===== src/rtl/dual_free_list_slot_pool_defines.svh =====
// assertion macros for the dual free-list slot pool
// used by dual_free_list_slot_pool.sv; the macros expect clk and arst_n in scope
`ifndef DUAL_FREE_LIST_SLOT_POOL_DEFINES_SVH
`define DUAL_FREE_LIST_SLOT_POOL_DEFINES_SVH

// same-cycle implication, off while in reset
`define DFSP_ASSERT_IMP(label, ante, cons) \
	label: assert property (@(posedge clk) disable iff (!arst_n) (ante) |-> (cons)) \
		else $error("dfsp: same-cycle check failed");

// next-cycle implication, off while in reset
`define DFSP_ASSERT_NEXT(label, ante, cons) \
	label: assert property (@(posedge clk) disable iff (!arst_n) (ante) |=> (cons)) \
		else $error("dfsp: next-cycle check failed");

`endif


===== src/rtl/dfsp_pkg.sv =====
// package for the dual free-list slot pool: sequencer states and codes
// no dependencies
package dfsp_pkg;

	// fixed field widths
	localparam int unsigned IDX_W     = 6;
	localparam int unsigned CNT_IN_W  = 7;
	localparam int unsigned CFG_IDX_W = 2;

	// operation codes
	localparam logic OP_ACQUIRE = 1'b0;
	localparam logic OP_RELEASE = 1'b1;

	// register indexes
	localparam logic [CFG_IDX_W-1:0] CFG_BODY_USED = 2'd0;
	localparam logic [CFG_IDX_W-1:0] CFG_CTRL_USED = 2'd1;

	// sequencer states
	typedef enum logic [1:0] {
		ST_INIT,
		ST_IDLE,
		ST_EXEC,
		ST_TAIL
	} st_t;

endpackage


===== src/rtl/dual_free_list_slot_pool.sv =====
// dual free-list slot pool: fifo body list and lifo controller list in two link memories
// depends on dfsp_pkg and dual_free_list_slot_pool_defines.svh
//
//  channel | direction | handshake           | payload
//  in      | in        | in_valid / in_stall | operation, body_index, controller_index
//  out     | out       | out_valid/out_stall | success, granted_body, granted_controller
//  cfg     | in        | cfg_we              | cfg_index, cfg_data
//
// an acquire or a failed release reads both link memories when the beat is accepted and
// updates them in the exec state; a successful release into a non-empty body list also
// takes a tail state for the tail link write on the body memory port. after reset and each
// count write, a sweep over all POOL_SIZE entries rebuilds the link memories, with no
// beat accepted. the update waits while a stalled result sits in the output register.
`include "dual_free_list_slot_pool_defines.svh"

module dual_free_list_slot_pool #(
	parameter int unsigned POOL_SIZE = 64
) (
	input  logic                            clk,
	input  logic                            arst_n,
	input  logic                            cfg_we,
	input  logic [dfsp_pkg::CFG_IDX_W-1:0]  cfg_index,
	input  logic [dfsp_pkg::CNT_IN_W-1:0]   cfg_data,
	input  logic                            in_valid,
	output logic                            in_stall,
	input  logic                            operation,
	input  logic [dfsp_pkg::IDX_W-1:0]      body_index,
	input  logic [dfsp_pkg::IDX_W-1:0]      controller_index,
	output logic                            out_valid,
	input  logic                            out_stall,
	output logic                            success,
	output logic [dfsp_pkg::IDX_W-1:0]      granted_body,
	output logic [dfsp_pkg::IDX_W-1:0]      granted_controller
);
	import dfsp_pkg::*;

	localparam int unsigned IW = $clog2(POOL_SIZE);
	localparam int unsigned LW = $clog2(POOL_SIZE + 1);
	localparam logic [LW-1:0] NULL_SLOT = LW'(POOL_SIZE);
	localparam logic [LW-1:0] RST_CNT   = LW'((POOL_SIZE < 64) ? POOL_SIZE : 64);

	// memory entry: live bit on top, link below
	logic [LW:0] body_mem [POOL_SIZE];
	logic [LW:0] ctrl_mem [POOL_SIZE];
	logic [LW:0] body_rd_q, ctrl_rd_q;

	st_t state_q, state_d;
	logic [IW-1:0]    sweep_q;
	logic [LW-1:0]    body_cnt_q, ctrl_cnt_q;
	logic [LW-1:0]    body_head_q, body_tail_q, ctrl_head_q;
	logic [IW-1:0]    tail_fix_q;
	logic             op_q;
	logic [IDX_W-1:0] body_idx_q, ctrl_idx_q;
	logic [IW-1:0]    body_slot_q, ctrl_slot_q;
	logic             out_valid_q, success_q;
	logic [IDX_W-1:0] granted_body_q, granted_ctrl_q;

	logic          accept, out_free, commit, acq_ok, rel_ok, op_ok;
	logic          rebuild;
	logic [LW-1:0] cfg_cnt, new_body_cnt, new_ctrl_cnt, sweep_nxt;
	logic [IW-1:0] body_raddr, ctrl_raddr;
	logic          bw_en, cw_en;
	logic [IW-1:0] bw_addr, cw_addr;
	logic [LW:0]   bw_data, cw_data;

	// clamp the written count and pick the counts the rebuild uses
	always_comb begin
		cfg_cnt = (int'(cfg_data) > int'(POOL_SIZE)) ? NULL_SLOT : LW'(cfg_data);
		rebuild = cfg_we && ((cfg_index == CFG_BODY_USED) || (cfg_index == CFG_CTRL_USED));
		new_body_cnt = (cfg_we && (cfg_index == CFG_BODY_USED)) ? cfg_cnt : body_cnt_q;
		new_ctrl_cnt = (cfg_we && (cfg_index == CFG_CTRL_USED)) ? cfg_cnt : ctrl_cnt_q;
	end

	// datapath decisions and memory write ports
	always_comb begin
		in_stall   = (state_q != ST_IDLE);
		accept     = in_valid && !in_stall;
		out_free   = !out_valid_q || !out_stall;
		acq_ok     = (body_head_q != NULL_SLOT) && (ctrl_head_q != NULL_SLOT);
		rel_ok     = (int'(body_idx_q) < int'(body_cnt_q))
		          && (int'(ctrl_idx_q) < int'(ctrl_cnt_q))
		          && body_rd_q[LW] && ctrl_rd_q[LW];
		op_ok      = (op_q == OP_RELEASE) ? rel_ok : acq_ok;
		commit     = (state_q == ST_EXEC) && out_free;
		body_raddr = (operation == OP_RELEASE) ? IW'(body_index) : IW'(body_head_q);
		ctrl_raddr = (operation == OP_RELEASE) ? IW'(controller_index) : IW'(ctrl_head_q);
		sweep_nxt  = LW'(sweep_q) + LW'(1);
		bw_en   = 1'b0;
		bw_addr = '0;
		bw_data = '0;
		cw_en   = 1'b0;
		cw_addr = '0;
		cw_data = '0;
		unique case (state_q)
			ST_INIT: begin
				bw_en   = 1'b1;
				bw_addr = sweep_q;
				bw_data = {1'b0, (sweep_nxt < body_cnt_q) ? sweep_nxt : NULL_SLOT};
				cw_en   = 1'b1;
				cw_addr = sweep_q;
				cw_data = {1'b0, (sweep_nxt < ctrl_cnt_q) ? sweep_nxt : NULL_SLOT};
			end
			ST_EXEC: begin
				if (commit && op_ok) begin
					bw_en   = 1'b1;
					bw_addr = body_slot_q;
					cw_en   = 1'b1;
					cw_addr = ctrl_slot_q;
					if (op_q == OP_RELEASE) begin
						bw_data = {1'b0, NULL_SLOT};
						cw_data = {1'b0, ctrl_head_q};
					end else begin
						bw_data = {1'b1, NULL_SLOT};
						cw_data = {1'b1, NULL_SLOT};
					end
				end
			end
			ST_TAIL: begin
				bw_en   = 1'b1;
				bw_addr = tail_fix_q;
				bw_data = {1'b0, LW'(body_slot_q)};
			end
			default: begin
			end
		endcase
	end

	// next state
	always_comb begin
		state_d = state_q;
		unique case (state_q)
			ST_INIT: if (sweep_q == IW'(POOL_SIZE - 1)) state_d = ST_IDLE;
			ST_IDLE: if (accept) state_d = ST_EXEC;
			ST_EXEC: begin
				if (commit) begin
					if ((op_q == OP_RELEASE) && rel_ok && (body_tail_q != NULL_SLOT)) begin
						state_d = ST_TAIL;
					end else begin
						state_d = ST_IDLE;
					end
				end
			end
			ST_TAIL: state_d = ST_IDLE;
			default: state_d = ST_INIT;
		endcase
		if (rebuild) state_d = ST_INIT;
	end

	// link memories: one write and one registered read each
	always_ff @(posedge clk) begin
		if (bw_en) body_mem[bw_addr] <= bw_data;
		if (accept) body_rd_q <= body_mem[body_raddr];
	end

	always_ff @(posedge clk) begin
		if (cw_en) ctrl_mem[cw_addr] <= cw_data;
		if (accept) ctrl_rd_q <= ctrl_mem[ctrl_raddr];
	end

	// captured input beat
	always_ff @(posedge clk) begin
		if (accept) begin
			op_q        <= operation;
			body_idx_q  <= body_index;
			ctrl_idx_q  <= controller_index;
			body_slot_q <= body_raddr;
			ctrl_slot_q <= ctrl_raddr;
		end
	end

	// sequencer, counts and list heads
	always_ff @(posedge clk or negedge arst_n) begin
		if (!arst_n) begin
			state_q     <= ST_INIT;
			sweep_q     <= '0;
			body_cnt_q  <= RST_CNT;
			ctrl_cnt_q  <= RST_CNT;
			body_head_q <= (RST_CNT != '0) ? '0 : NULL_SLOT;
			body_tail_q <= (RST_CNT != '0) ? RST_CNT - LW'(1) : NULL_SLOT;
			ctrl_head_q <= (RST_CNT != '0) ? '0 : NULL_SLOT;
			tail_fix_q  <= '0;
		end else begin
			state_q <= state_d;
			if (rebuild) begin
				sweep_q     <= '0;
				body_cnt_q  <= new_body_cnt;
				ctrl_cnt_q  <= new_ctrl_cnt;
				body_head_q <= (new_body_cnt != '0) ? '0 : NULL_SLOT;
				body_tail_q <= (new_body_cnt != '0) ? new_body_cnt - LW'(1) : NULL_SLOT;
				ctrl_head_q <= (new_ctrl_cnt != '0) ? '0 : NULL_SLOT;
			end else begin
				if (state_q == ST_INIT) sweep_q <= sweep_q + IW'(1);
				if (commit && op_ok) begin
					if (op_q == OP_RELEASE) begin
						// fifo append at the tail, lifo push at the head
						if (body_tail_q == NULL_SLOT) body_head_q <= LW'(body_slot_q);
						tail_fix_q  <= IW'(body_tail_q);
						body_tail_q <= LW'(body_slot_q);
						ctrl_head_q <= LW'(ctrl_slot_q);
					end else begin
						// pop both heads
						body_head_q <= body_rd_q[LW-1:0];
						if (body_rd_q[LW-1:0] == NULL_SLOT) body_tail_q <= NULL_SLOT;
						ctrl_head_q <= ctrl_rd_q[LW-1:0];
					end
				end
			end
		end
	end

	// output register
	always_ff @(posedge clk or negedge arst_n) begin
		if (!arst_n) begin
			out_valid_q <= 1'b0;
		end else if (commit) begin
			out_valid_q <= 1'b1;
		end else if (!out_stall) begin
			out_valid_q <= 1'b0;
		end
	end

	always_ff @(posedge clk) begin
		if (commit) begin
			success_q <= op_ok;
			if ((op_q == OP_ACQUIRE) && acq_ok) begin
				granted_body_q <= IDX_W'(body_slot_q);
				granted_ctrl_q <= IDX_W'(ctrl_slot_q);
			end else begin
				granted_body_q <= '0;
				granted_ctrl_q <= '0;
			end
		end
	end

	assign out_valid          = out_valid_q;
	assign success            = success_q;
	assign granted_body       = granted_body_q;
	assign granted_controller = granted_ctrl_q;

	// checks
	`DFSP_ASSERT_NEXT(a_accept_to_exec, accept && !cfg_we, state_q == ST_EXEC)
	`DFSP_ASSERT_IMP(a_body_ends_agree, 1'b1, (body_head_q == NULL_SLOT) == (body_tail_q == NULL_SLOT))
	`DFSP_ASSERT_IMP(a_fail_no_grant, out_valid_q && !success_q, (granted_body_q == '0) && (granted_ctrl_q == '0))

endmodule

===== config.mk =====
export PLATFORM = sky130hd
export DESIGN_NAME = dual_free_list_slot_pool
export DESIGN_NICKNAME = d
export VERILOG_FILES = /design/src/rtl/dfsp_pkg.sv /design/src/rtl/dual_free_list_slot_pool.sv
export VERILOG_INCLUDE_DIRS = /design/src /design/src/rtl
export SDC_FILE = /design/constraint.sdc
export NUM_CORES = 2
export LEC_CHECK = 0
export BUFFER_PORTS_ARGS = -buffer_cell sky130_fd_sc_hd__clkbuf_2
export CAP_MARGIN = 25
export CORE_MARGIN = 2
export CORE_UTILIZATION = 68
export CTS_CLUSTER_SIZE = 30
export DETAILED_ROUTE_END_ITERATION = 10
export PLACE_DENSITY = 0.85
export SYNTH_ARGS = -nofsm -noshare
export SYNTH_HDL_FRONTEND = slang
export SYNTH_SLANG_ARGS = --single-unit
export TNS_END_PERCENT = 10

===== constraint.sdc =====
create_clock -name clk -period 9 [get_ports clk]
set_input_delay 1.35 -clock clk [delete_from_list [all_inputs] [get_ports clk]]
set_output_delay 1.35 -clock clk [all_outputs]
set_load 0.03 [all_outputs]

==> key figures <==
Power and ir drop
  • Pwr Total: 0.0139 W
  • Net switching power: 0.00430 W
  • Comb power frac: 0.210
  • Leak: around 18 nW
  • Part of the power in the clock network: 0.313
  • Maximum vdd drop: approximately 0.00017 V
  • Sw Ratio: 0.308
  • Reg power frac: 0.477
  • Pwr per Cell Area: around 270 nW/um^2
  • Internal power: just under 0.01 W

STA
  • Slew HR: 0.135
  • Final Critical Period: about 5.5 ns
  • Setup TNS: 0 ns
  • Max-slew violations: 0
  • Fmax: approximately 0.18 GHz
  • Clock skew: 0.0387 ns
  • Hold slack: roughly 0.51 ns
  • Measured slew at the worst slew-check pin: between 1 and 1.5 ns
  • RSZ-0062 raised after global routing: false
  • Final setup fails: 0
  • Fin. Hold Viols: 0
  • Tcrit/Tclk final: 0.613

Setup path
  • Worst-path cell with the longest stage delay: nor3_1
  • Startpoint types: register
  • Reg-to-reg endpoint: body_mem[27][0]
  • CP arrival: just under 6 ns
  • End of the critical path: body_mem[27][0]
  • Critical Path RT: 9.40 ns
  • Flop-to-flop setup slack: 3.48 ns
  • Crit-path max cell delay: between 0.9 and 1 ns
  • CP Cell Sequence: inv_1 > ha_1 > nand2_1 > o21ai_0 > a311oi_2 > a21oi_2 > inv_2 > a31oi_1 > nand3_1 > nor3_1 > buf_4
  • R2R cell count: 11
  • Worst setup EP type: register
  • Crit path from: body_cnt_q[2]
  • Reg2Reg Launch Point: body_cnt_q[2]
  • Crit Path Class: reg2reg
  • Maximum fanout along the worst path: 25

Floorplanning
  • Die outline area: about 70,000 um^2
  • I/O pins: 42
  • Die Width: between 200 and 300 um
  • Core Area: slightly below 70,000 um^2
  • Starting density of the core: 0.688
  • Cell Rows: 95
  • Die height: 265 um

Clock tree
  • Clk pin slew, worst setup/hold paths: 0.07 ns
  • CTS tree: done
  • Cts hold-fix bufs: 0
  • Root Driver: clkbuf_16
  • Post CTS Setup Buffer Count: 0
  • CTS Buf Count: 104
  • Clock Path Buffers: 3
  • CTS Sinks: 1,128
  • Clock latency on the worst-skew pair: 0.68 ns
  • H-tree Lvls: 3
  • Post-CTS sizing: 0

Finish
  • Layout cell share with drive strength beyond 1: 0.108
  • Most frequent cells in the layout: 1,078 x edfxtp_1, 891 x nand2_1, 352 x nand3_1
  • # nets final: between 3k and 4k
  • Commonest non-fill, non-tap cell in the layout: edfxtp_1
  • Design area: about 51,000 um^2
  • Area Growth Syn to Fin: 10.4%

Detailed routing
  • Initial DRC count: approximately 5.5k
  • TritonRoute pass-1 iters: 8
  • WL final: around 120 mm
  • Vias: between 30k and 40k
  • Remaining antenna violation count after routing: 0
  • Via-per-instance ratio: around 7.0
  • Routed len/inst: roughly 27 um
  • Post-route DRC: 0

Logic synthesis
  • Synth Cell Area: approximately 46,000 um^2
  • Post-synth EDFFs: 1,078
  • Net Count, Synth: 3,558
  • Top flip-flop cell by instance count after synthesis: edfxtp_1
  • Seq/Total Area, Yosys: 0.725
  • Seq cells post-synth: 1,128
  • Syn Inst Count: ~3.5k
  • Cell variety after synth: 70
  • Mapped Avg Cell Area: between 10 and 15 um^2
  • Async SR Flop Fraction: 0.0443
  • Yosys warns: 0

GRT
  • Largest net degree at the start of global routing: approximately 230
  • First-pass GRT wire length: around 180 mm
  • Vias in the first global route: between 30k and 40k
  • Grt ovf: 0
  • Initial antenna violation count: 1
  • Gr usage total: 0.342

Placed design
  • Port Buffers: 41
  • Placed Area: between 40,000 and 50,000 um^2
  • GPL Wtd Cong: about 0.9
  • HPWL after detailed placement: around 69 mm

Hold path
  • Type of the worst min-delay path: reg2reg

Run status
  • Status: complete, no violations

Run
  • Number of max-cap violations: 0
-- metrics by stage --
step                      setup WS (ns)   util  cells
after floorplan                    3.55      -   3502
after global placement             3.44  0.704   4250
after detailed placement           3.49  0.707   4279
after CTS                          3.57  0.757   4471
after global routing               3.35  0.759   4492
final                              3.48  0.759   4494
-- final cells by class --
| class | count | area (um^2) |
|---|---|---|
| sequential | 1128 | 33600 |
| fill | 3534 | 16200 |
| multi-input combinational | 2105 | 11900 |
| clock buffer | 122 | 2710 |
| tap | 873 | 1090 |
| timing repair buffer | 145 | 1010 |
| clock inverter | 70 | 629 |
| inverter | 49 | 196 |
| antenna | 2 | 5.00 |
-- power groups by stage --
stage | combinational (W) | clock, W | sequential (W)
after floorplan | 0.00169 | 0 | 0.00672
after global placement | 0.00262 | 0 | 0.00674
after detailed placement | 0.00277 | 0 | 0.00675
after CTS | 0.00281 | 0.00434 | 0.00664
after global routing | 0.00308 | 0.00454 | 0.00666
final | 0.00293 | 0.00436 | 0.00665
-- synthesized netlist by cell type, types with 9 or more instances --
master / n / area [um^2]
o21ai_0: 33 / 165
clkbuf_1: 172 / 646
ha_1: 29 / 363
a32o_1: 23 / 230
and2_1: 9 / 56.3
nand2_1: 891 / 3340
nor3_1: 63 / 315
buf_2: 17 / 85.1
a31oi_1: 88 / 551
inv_1: 46 / 173
a21oi_1: 21 / 105
mux2i_1: 76 / 761
edfxtp_1: 1078 / 32400
dfrtp_1: 42 / 1050
nand3_1: 352 / 1760
nand2b_1: 9 / 56.3
buf_1: 27 / 101
a221oi_1: 20 / 175
mux2_2: 10 / 113
o31ai_1: 12 / 90.1
mux4_2: 32 / 721
o2111ai_1: 66 / 578
a22oi_1: 16 / 120
nor2_1: 120 / 450
xnor2_1: 9 / 78.8
and4_1: 9 / 78.8
and3_1: 95 / 594
a32oi_1: 22 / 193
-- state kept, by name (all words and copies together) (netlist names) --
| name | count |
|---|---|
| body_cnt_q | 7 |
| body_head_q | 7 |
| body_idx_q | 6 |
| body_mem | 512 |
| body_rd_q | 8 |
| body_slot_q | 6 |
| body_tail_q | 7 |
| ctrl_cnt_q | 7 |
| ctrl_head_q | 7 |
| ctrl_idx_q | 6 |
| ctrl_mem | 512 |
| ctrl_rd_q | 8 |
| ctrl_slot_q | 6 |
| granted_body | 6 |
| granted_controller | 6 |
| op_q | 1 |
| out_valid | 1 |
| state_q | 2 |
| success | 1 |
| sweep_q | 6 |
| tail_fix_q | 6 |
-- how the worst min path moves through the flow --
stage,from,to,slack (ns),depth (start not counted)
2_1_floorplan,body_head_q[6],body_head_q[6],0.44,2
3_3_place_gp,body_tail_q[2],body_tail_q[2],0.47,2
3_5_place_dp,body_tail_q[2],body_tail_q[2],0.49,2
4_1_cts,body_tail_q[2],body_tail_q[2],0.50,2
5_1_grt,tail_fix_q[3],tail_fix_q[3],0.52,1
6_report,tail_fix_q[0],tail_fix_q[0],0.51,1
-- worst max-delay path: cells and delay by family (launching register included) --
family / cells / cell delay, ns
AND/OR/NAND/NOR: 3 / 1.84
buffers and inverters: 3 / 0.81
adder cells (fa/ha/maj): 1 / 0.30
AO/OA/AOI/OAI: 4 / 1.93
flip-flops: 1 / 0.35
-- cell families (layout without fill, tap and decap cells) --
group	count (synthesis)	after routing	share of synthesized area
DFF	1128	1128	0.725
AOI/OAI and AO/OA	354	354	0.0571
buffers and inverters	269	386	0.0225
adders and majority gates	29	29	0.00783
xor gates and xnor gates	14	14	0.00264
muxes	118	118	0.0344
and+or+nand+nor	1590	1590	0.150
other	0	2	0
-- routing by layer --
metal  routed length [um]  vias to the layer above  track usage
li1                     -                    13100            -
met1                41800                    15100        0.476
met2                55700                     2819        0.532
met3                17800                      424       0.0787
met4                 4920                        0        0.140
met5                    0                        -            0
(Power assumes the default switching activity.)
